`src/hw/rtl/spq_pkg.sv`:
```
// ----------------------------------------------------------------------------
// spq_pkg
// Types and constants shared by the stable priority queue modules.
// ----------------------------------------------------------------------------
package spq_pkg;

  localparam logic       ACT_INSERT   = 1'b0;
  localparam logic       ACT_POP      = 1'b1;

  localparam logic [1:0] STATUS_OK    = 2'd0;
  localparam logic [1:0] STATUS_FULL  = 2'd1;
  localparam logic [1:0] STATUS_EMPTY = 2'd2;

  typedef struct packed {
    logic        action;
    logic [7:0]  priority_req;
    logic [15:0] record_id;
    logic [7:0]  patient_age;
    logic        patient_kind;
  } spq_in_t;

  typedef struct packed {
    logic [1:0]  status;
    logic        out_valid;
    logic [7:0]  out_priority;
    logic [15:0] out_record_id;
    logic [7:0]  out_age;
    logic        out_kind;
    logic [4:0]  occupancy;
  } spq_out_t;

  typedef struct packed {
    logic [7:0]  prio;
    logic [15:0] rec;
    logic [7:0]  age;
    logic        kind;
  } spq_entry_t;

  typedef struct packed {
    logic load;
    logic exec;
  } spq_cmd_t;

  typedef enum logic {
    ST_IDLE,
    ST_EXEC
  } spq_state_t;

endpackage

```
`src/hw/rtl/spq_ctrl.sv`:
```
// ----------------------------------------------------------------------------
// spq_ctrl
// Sequencer: latches a transaction, then runs one datapath update.
// ----------------------------------------------------------------------------
module spq_ctrl import spq_pkg::*; (
  input  logic     clk,
  input  logic     rst_n,
  input  logic     start,
  output logic     busy,
  output spq_cmd_t cmd
);

  spq_state_t state_r;
  spq_state_t state_nxt;

  always_ff @(posedge clk) begin
    if (!rst_n) begin
      state_r <= ST_IDLE;
    end else begin
      state_r <= state_nxt;
    end
  end

  always_comb begin
    state_nxt = state_r;
    cmd       = '0;
    busy      = 1'b0;
    case (state_r)
      ST_IDLE: begin
        if (start) begin
          cmd.load  = 1'b1;
          state_nxt = ST_EXEC;
        end
      end
      ST_EXEC: begin
        busy      = 1'b1;
        cmd.exec  = 1'b1;
        state_nxt = ST_IDLE;
      end
      default: begin
        state_nxt = ST_IDLE;
      end
    endcase
  end

endmodule

```
`src/hw/rtl/spq_datapath.sv`:
```
// ----------------------------------------------------------------------------
// spq_datapath
// Sorted cell chain with request and result registers. Each cell compares
// against the request in parallel; an update shifts the chain by one place.
// ----------------------------------------------------------------------------
module spq_datapath import spq_pkg::*; #(
  parameter int QUEUE_DEPTH = 16
) (
  input  logic     clk,
  input  logic     rst_n,
  input  spq_cmd_t cmd,
  input  spq_in_t  in_data,
  output logic     out_strobe,
  output spq_out_t out_data
);

  localparam int CNT_W = $clog2(QUEUE_DEPTH + 1);

  spq_in_t           req_r;
  spq_out_t          res_r;
  spq_out_t          res_nxt;
  logic              strobe_r;
  logic [CNT_W-1:0]  count_r;
  logic [CNT_W-1:0]  count_nxt;
  spq_entry_t        slot_r   [QUEUE_DEPTH];
  spq_entry_t        slot_nxt [QUEUE_DEPTH];
  spq_entry_t        new_entry;
  logic [QUEUE_DEPTH-1:0] ge;
  logic [QUEUE_DEPTH-1:0] ge_prev;
  logic              full;
  logic              empty;
  logic [CNT_W+4:0]  occ_wide;

  assign full      = (count_r == CNT_W'(QUEUE_DEPTH));
  assign empty     = (count_r == '0);
  assign new_entry = '{prio: req_r.priority_req, rec: req_r.record_id,
                       age: req_r.patient_age, kind: req_r.patient_kind};

  always_comb begin
    for (int i = 0; i < QUEUE_DEPTH; i++) begin
      ge[i] = (CNT_W'(i) < count_r) && (slot_r[i].prio >= req_r.priority_req);
    end
  end

  assign ge_prev = {ge[QUEUE_DEPTH-2:0], 1'b1};

  for (genvar g = 0; g < QUEUE_DEPTH; g++) begin : g_cell
    spq_entry_t from_up;
    spq_entry_t from_down;
    if (g == 0) begin : g_head
      assign from_down = new_entry;
    end else begin : g_body
      assign from_down = slot_r[g-1];
    end
    if (g == QUEUE_DEPTH - 1) begin : g_tail
      assign from_up = slot_r[g];
    end else begin : g_inner
      assign from_up = slot_r[g+1];
    end
    always_comb begin
      if (req_r.action == ACT_POP) begin
        slot_nxt[g] = from_up;
      end else if (ge[g]) begin
        slot_nxt[g] = slot_r[g];
      end else if (ge_prev[g]) begin
        slot_nxt[g] = new_entry;
      end else begin
        slot_nxt[g] = from_down;
      end
    end
  end

  always_comb begin
    res_nxt   = '0;
    count_nxt = count_r;
    if (req_r.action == ACT_INSERT) begin
      if (full) begin
        res_nxt.status = STATUS_FULL;
      end else begin
        count_nxt = count_r + CNT_W'(1);
      end
    end else begin
      if (empty) begin
        res_nxt.status = STATUS_EMPTY;
      end else begin
        count_nxt             = count_r - CNT_W'(1);
        res_nxt.out_valid     = 1'b1;
        res_nxt.out_priority  = slot_r[0].prio;
        res_nxt.out_record_id = slot_r[0].rec;
        res_nxt.out_age       = slot_r[0].age;
        res_nxt.out_kind      = slot_r[0].kind;
      end
    end
    occ_wide          = {5'd0, count_nxt};
    res_nxt.occupancy = occ_wide[4:0];
  end

  always_ff @(posedge clk) begin
    if (!rst_n) begin
      count_r  <= '0;
      strobe_r <= 1'b0;
    end else begin
      strobe_r <= cmd.exec;
      if (cmd.exec) begin
        count_r <= count_nxt;
      end
    end
  end

  always_ff @(posedge clk) begin
    if (cmd.load) begin
      req_r <= in_data;
    end
    if (cmd.exec) begin
      res_r <= res_nxt;
      if (!((req_r.action == ACT_INSERT) && full) &&
          !((req_r.action == ACT_POP) && empty)) begin
        for (int i = 0; i < QUEUE_DEPTH; i++) begin
          slot_r[i] <= slot_nxt[i];
        end
      end
    end
  end

  assign out_strobe = strobe_r;
  assign out_data   = res_r;

endmodule

```
`src/hw/rtl/stable_priority_queue.sv`:
```
// ----------------------------------------------------------------------------
// stable_priority_queue
// Bounded priority queue, highest priority at the head, ties served in
// arrival order.
// ----------------------------------------------------------------------------
// Usage:
//   A transaction is taken when start is high and busy is low. in_data
//   carries the action (insert or pop) and the entry fields.
//   Each transaction produces exactly one result on out_data, marked by
//   out_strobe for one cycle. The receiver cannot stall the block.
// Timing:
//   The request register is loaded at the accepting edge; while busy is
//   high the cell chain updates, and the result register and out_strobe
//   are written as that update ends. busy is high for the one cycle the
//   cell chain updates; a new transaction is taken only after busy falls.
//   The result of one transaction may be shown in the same cycle that the
//   next is accepted.
// Reset:
//   Synchronous active-low reset empties the queue and clears out_strobe.
//   Insert into a full queue reports full; pop on empty reports empty.
// ----------------------------------------------------------------------------
module stable_priority_queue import spq_pkg::*; #(
  parameter int QUEUE_DEPTH = 16
) (
  input  logic     clk,
  input  logic     rst_n,
  input  logic     start,
  output logic     busy,
  input  spq_in_t  in_data,
  output logic     out_strobe,
  output spq_out_t out_data
);

  spq_cmd_t cmd;

  spq_ctrl u_ctrl (
    .clk   (clk),
    .rst_n (rst_n),
    .start (start),
    .busy  (busy),
    .cmd   (cmd)
  );

  spq_datapath #(
    .QUEUE_DEPTH (QUEUE_DEPTH)
  ) u_dp (
    .clk        (clk),
    .rst_n      (rst_n),
    .cmd        (cmd),
    .in_data    (in_data),
    .out_strobe (out_strobe),
    .out_data   (out_data)
  );

endmodule

```
`config.mk`:
```
export PLATFORM = sky130hd
export DESIGN_NAME = stable_priority_queue
export DESIGN_NICKNAME = d
export VERILOG_FILES = /design/src/hw/rtl/spq_pkg.sv /design/src/hw/rtl/spq_ctrl.sv /design/src/hw/rtl/spq_datapath.sv /design/src/hw/rtl/stable_priority_queue.sv
export SDC_FILE = /design/constraint.sdc
export NUM_CORES = 1
export LEC_CHECK = 0
export BUFFER_PORTS_ARGS = -buffer_cell sky130_fd_sc_hd__clkbuf_2
export CAP_MARGIN = 25
export CORE_MARGIN = 1
export CORE_UTILIZATION = 25
export CTS_CLUSTER_SIZE = 12
export DETAILED_ROUTE_END_ITERATION = 7
export GPL_TIMING_DRIVEN = 0
export PLACE_DENSITY = 0.44
export SLEW_MARGIN = 20
export SYNTH_ARGS = -nofsm -noshare
export SYNTH_HDL_FRONTEND = slang
export SYNTH_SLANG_ARGS = --single-unit
```
`constraint.sdc`:
```
create_clock -name clk -period 16.3 [get_ports clk]
set_clock_uncertainty 0.15 [all_clocks]
set_input_delay 1.63 -clock clk [delete_from_list [all_inputs] [get_ports clk]]
set_output_delay 1.63 -clock clk [all_outputs]
set_load 0.02 [all_outputs]
```
==> metrics.txt, run 1 <==
number of synthesized flops with an enable pin roughly 600; Synth Warn # 0; footprint of the multi-input gates 0.01282 sq mm; Mapped Area about 0.033 sq mm; post-detail-place hpwl ~100 mm; CTS tree built; count of cell types in the netlist 69; Synth Net Count 3186; post-layout min period approximately 4700 ps; Routed Antenna Nets 0; Iter 0 DRT Violations 2857; first-pass GRT wire length 192.3 mm; vias per cell 5.452; Syn Inst Count approximately 3.0k; Placer Congestion 0.8723; Final period util roughly 29%; final hold violations 0; largest net degree at the start of global routing 46; initial antenna violation count 1; Worst Path Class, Setup flop to flop; Top FF cell, synth edfxtp_1; routed vias approximately 27k; RSZ-0062 raised after global routing false; Setup crit start kind flop; I/O pins 80; FF+latch area 0.01825 sq mm; root buffer cell clkbuf_16; post-synthesis sequential area ratio a little under three fifths; proportion of layout cells with a drive suffix above 1 about a tenth; Worst VDD drop 0.07004 mV; postcts setup bufs 0; Final Util roughly 30%; vias in the first global route around 28k; Tot Pwr ~4.2 mW; Layout area overhead 17.07%; actual slew at the worst max-slew pin between 1000 and 1500 ps; clk sinks between 600 and 700; commonest non-fill, non-tap cell in the layout edfxtp_1; overflow left after global routing 0; DRC errors left 0; Clk Latency, worst-skew pair roughly 670 ps; routed wire length per instance roughly 27 microns; CTS Hold Bufs 0; Overall Global Routing Usage 19.74%; # setup viols final 0; htree depth 3; ys async rst share 0%; Worst Setup End Kind flop; fmax 211.8 MHz; Layout fillers about 14k; power per standard cell area around 110 mW/mm^2; DRT Pass-1 Iters 6; effective utilization at floorplan 25.29%; CTS Buf Count between 70 and 80; Slew Viols, Final 0; Worst Path Arrival 4940 ps; commonest non-fill, non-tap cells in the layout edfxtp_1 (603), nand2_1 (323), o21ai_0 (323); # rows about 130; Longest Clk Path Bufs 3; Resize count post-CTS 0; Clock Pin Slew Worst Setup and Hold Paths ~60 ps; Syn Area/Cell around 11 sq um; Leak about 13 nW; die area 0.1331 sq mm; status finished clean; nets between 3k and 4k; core footprint 0.1301 sq mm; Die Span Y around 360 microns; Total Routed Length 133.8 mm; Seq cells post-synth roughly 600; MaxCap Viol Count 0; Worst Hold Class flop to flop; Die W 364.9 microns; relative slew slack a little over a fifth; worst-path fanout max 21; Fin Setup TNS 0 ps; port buffer count between 70 and 80; Req. time, crit path between 15000 and 20000 ps
## per-layer routing
| layer | track usage, % | wire length [microns] | up-vias |
|---|---|---|---|
| li1 | - | - | 12130 |
| met3 | 3.487 | 8720 | 182 |
| met1 | 28.14 | 61740 | 13910 |
| met5 | 0 | 0 | - |
| met2 | 30.35 | 59820 | 1066 |
| met4 | 5.668 | 3482 | 0 |
## worst paths after layout
path / to / startpoint / depth (start not counted) / slack (ps)
setup / recovery: u_dp.slot_r[0][7] / u_dp.g_cell[0].from_down[30] / 9 / 11580
hold / removal: u_dp.out_data[39] / u_ctrl.state_r / 0 / 380
setup reg to reg: u_dp.slot_r[0][7] / u_dp.g_cell[0].from_down[30] / 9 / 11580
hold reg to reg: u_dp.out_data[39] / u_ctrl.state_r / 0 / 380
## cell usage after synthesis (all sizes together) (2+ instances only)
cell / number / area share (%)
nor3: 7 / 0.12
o22ai: 2 / 0.038
buf: 54 / 0.88
o311ai: 167 / 4.4
dfxtp: 7 / 0.43
a211o: 7 / 0.19
nor2b: 28 / 0.53
o21a: 4 / 0.091
a221oi: 9 / 0.24
a211oi: 2 / 0.046
clkbuf: 255 / 2.9
o21ai: 346 / 5.3
xnor2: 2 / 0.053
a21boi: 8 / 0.18
edfxtp: 603 / 55
a21o: 50 / 1.1
and2: 17 / 0.32
mux2: 34 / 1.2
nand3: 238 / 3.6
a22oi: 33 / 0.75
a21oi: 48 / 0.74
or2: 3 / 0.057
a31oi: 11 / 0.23
or4: 6 / 0.14
o211a: 6 / 0.18
a31o: 34 / 0.90
nand2: 325 / 3.7
o221ai: 32 / 0.85
o31a: 5 / 0.13
a32o: 33 / 1.0
nand2b: 18 / 0.34
a2bb2oi: 6 / 0.16
o2111ai: 8 / 0.21
nand4: 2 / 0.038
nor2: 58 / 0.66
o211ai: 39 / 0.98
inv: 195 / 2.2
a2111oi: 6 / 0.27
ha: 132 / 5.0
a32oi: 165 / 4.4
## layout make-up
| cell class | instances | share of cell area [%] |
|---|---|---|
| repair buffers | 112 | 2.718 |
| flip-flops and latches | 610 | 47.36 |
| clock buffers | 92 | 4.977 |
| multi-input cells | 1903 | 33.27 |
| well taps | 1742 | 5.656 |
| plain buffers | 309 | 3.250 |
| inverters | 195 | 1.899 |
| clock inverters | 41 | 0.8572 |
| diodes | 1 | 0.006494 |
## kinds of logic after synthesis
kind of cell,share of synthesized area [%]
mux,1.163
flops,55.43
xor+xnor,0.07984
compound gates,22.62
fa+ha+maj,5.017
simple gates,9.666
buf+inv,6.017
## critical path: stages, from the launching register on
cell,delay (ps)
edfxtp_1,480
inv_1,840
ha_1,410
a21o_1,180
a221oi_1,290
o21ai_1,420
and2_1,440
clkbuf_1,300
a21boi_4,610
buf_16,240
## where the power goes
| part | internal, mW | switching (mW) | leakage (nW) | total [mW] |
|---|---|---|---|---|
| combinational | 0.200 | 0.510 | 6.35 | 0.710 |
| clock | 0.900 | 0.718 | 1.10 | 1.62 |
| sequential | 1.86 | 0.0608 | 5.65 | 1.92 |
| total | 2.95 | 1.29 | 13.1 | 4.24 |
## state kept, by name, summed over array words and instances, names as in the netlist
signal                 count
u_dp.slot_r              528
u_dp.out_strobe            1
u_dp.req_r                 1
u_dp.g_cell.from_down     33
u_dp.out_data             41
u_ctrl.state_r             1
u_dp.count_r               5
## stage by stage
step                hold slack (ps)  cells  setup WS, ps  cell area [sq um]
CTS                           387.2   5000         11560              38480
floorplan                     353.7   3017         10850              32920
global route                  394.1   5004         11360              38530
global placement              371.0   4838          7272              35490
detailed placement            367.9   4867         11610              36230
finish                        384.1   5005         11580              38540
(Power assumes the default switching activity.)
==> run 2, diff against run 1 <==
- PLACE_DENSITY: 0.44 -> 0.45
- clock period: 16.3 -> 3.95 ns (I/O delays scaled with it)
==> metrics.txt, run 2 (same netlist as run 1, synthesis figures left out) <==
Layout fillers 13.69k (-0.40%); port buffer count 79 (unchanged); power per standard cell area 445.0 mW/mm^2 (+300%); Worst Path Class, Setup flop to flop; Req. time, crit path 4200 ps (-12310 ps); Worst Path Arrival 4160 ps (-780 ps); root buffer cell clkbuf_16; cell mode on critical path and2_1; Slowest-stage cell, CP o21ai_2; proportion of layout cells with a drive suffix above 1 11.87% (+1.4 points); status finished clean; MaxCap Viol Count 0 (unchanged); worst hold margin 58.46 ps (-325.6 ps); Iter 0 DRT Violations 2950 (+3.3%); effective utilization at floorplan 25.29% (unchanged); Slew Viols, Final 0 (unchanged); Worst Hold Class primary input to flop; Worst path top cell family by delay buffers and inverters; final hold violations 0 (unchanged); nets 3451 (+2.3%); Setup crit start kind flop; Clk Latency, worst-skew pair 670 ps (about the same); commonest non-fill, non-tap cell in the layout edfxtp_1; largest net degree at the start of global routing 49 (+6.5%); vias per cell 5.443 (-0.17%); commonest non-fill, non-tap cells in the layout edfxtp_1 (603), nand2_1 (323), o21ai_0 (323); CTS tree built; CTS Buf Count 73 (+1.4%); Total Routed Length 134.2 mm (+0.31%); RSZ-0062 raised after global routing false; htree depth 3 (unchanged); Longest Clk Path Bufs 3 (unchanged); Overall Global Routing Usage 19.64% (-0.099 points); post-layout min period 3916 ps (-806.4 ps); Worst Setup End Kind flop; routed vias 27.66k (+1.3%); # setup viols final 0 (unchanged); die area 0.1331 sq mm (unchanged); post-detail-place hpwl 101.7 mm (-0.93%); Die W 364.9 microns (unchanged); CP bufs+invs 5 (+2); Placer Congestion 0.8718 (about the same); Final Non-Filler Cells 5081 (+1.5%); fmax 255.4 MHz (+21%); number of cells after detailed placement 4866 (-0.021%); worst setup margin 33.95 ps (-11540 ps); worst-path fanout max 20 (-4.8%); Worst VDD drop 0.2646 mV (+280%); Die Span Y 364.9 microns (unchanged); DRC errors left 0 (unchanged); actual slew at the worst max-slew pin 1162 ps (-14.30 ps); Leak 13.44 nW (+2.5%); Routed Antenna Nets 0 (unchanged); initial antenna violation count 2 (+1); Final period util 99.14% (+70 points); # rows 132 (unchanged); Clock Pin Slew Worst Setup and Hold Paths 60 ps (about the same); crit-path cells clkinvlp_4, buf_4, buf_8, ha_1, and2_1, o2111ai_1, o21ai_2, and2_1, clkbuf_1, a21boi_4, buf_16; Layout area overhead 19.25%; DRT Pass-1 Iters 6 (unchanged); first-pass GRT wire length 191.2 mm (-0.55%); clk sinks 610 (unchanged); vias in the first global route 27.77k (+0.30%); slowest stage delay, CP 500 ps (-340 ps); core footprint 0.1301 sq mm (unchanged); Tot Pwr 17.47 mW (+310%); routed wire length per instance 26.41 microns (-1.2%); max FFs per register 528 (unchanged); relative slew slack 22.35% (+1.2 points); Largest Register u_dp.slot_r; Placement Setup Slack -687.1 ps (-12290 ps); I/O pins 80 (unchanged); overflow left after global routing 0 (unchanged)
[run 2: cell count changes in the layout (fill, tap and decap cells not counted), moves of 6 or more]
cell / change
buf_4: +38
o21ai_2: +6
dlygate4sd3_1: +35
clkinv_1: -9
buf_12: +8
o21ai_1: -6
[run 2: cell type report]
type                    count  area [sq um]  share of cell area [%]
flip-flops and latches    610         18250                   46.49
multi-input cells        1903         12860                   32.77
well taps                1742          2180                   5.552
clock buffers             105          2019                   5.144
repair buffers            190          1748                   4.453
plain buffers             309          1265                   3.222
inverters                 195         757.0                   1.928
clock inverters            23         161.4                  0.4112
diodes                      4         10.01                 0.02550
[run 2: through the flow]
| step | area, sq um | utilization, % | setup TNS (ps) |
|---|---|---|---|
| after floorplan | 32950 | - | 0 |
| after global placement | 35530 | 27.30 | -1315270 |
| after detailed placement | 36190 | 27.81 | -142340 |
| after CTS | 39130 | 30.07 | 0 |
| after global routing | 39250 | 30.15 | 0 |
| final | 39260 | 30.16 | 0 |
[run 2: what timing repair did]
item / CTS / global route
buffers inserted: 38 / 9
hold endpoints to repair: 41 / 0
pin swaps: 7 / 3
hold buffers: 35 / 0
gates resized for setup: 15 / 11
endpoints found under the setup margin: 534 / 227
[run 2: worst register-to-register path, stage by stage, from the launching register on]
cell and delay (ps):
edfxtp_1 490, clkinvlp_4 210, buf_4 220, buf_8 160
ha_1 290, and2_1 150, o2111ai_1 130, o21ai_2 500
and2_1 480, clkbuf_1 440, a21boi_4 170, buf_16 230
[run 2: power by group]
part	leakage [nW]	switching, mW	internal (mW)
logic	6.72	2.13	0.894
registers	5.65	0.251	7.66
clock network	1.06	2.87	3.67
[run 2: per-layer routing]
| metal | vias to the layer above | global-route usage (%) | routed length (microns) |
|---|---|---|---|
| li1 | 12290 | - | - |
| met1 | 14010 | 27.96 | 62030 |
| met2 | 1132 | 30.19 | 59100 |
| met3 | 218 | 3.272 | 8749 |
| met4 | 0 | 6.047 | 4293 |
| met5 | - | 0 | 0 |
[run 2: final timing paths]
| check | startpoint | endpoint | slack (ps) | cells after the start |
|---|---|---|---|---|
| setup / recovery | u_dp.g_cell[0].from_down[32] | u_dp.slot_r[1][40] | 30 | 11 |
| hold / removal | start | u_dp.g_cell[0].from_down[25] | 60 | 2 |
| setup reg to reg | u_dp.g_cell[0].from_down[32] | u_dp.slot_r[1][40] | 30 | 11 |
| hold reg to reg | u_dp.slot_r[1][240] | u_dp.slot_r[1][207] | 390 | 2 |
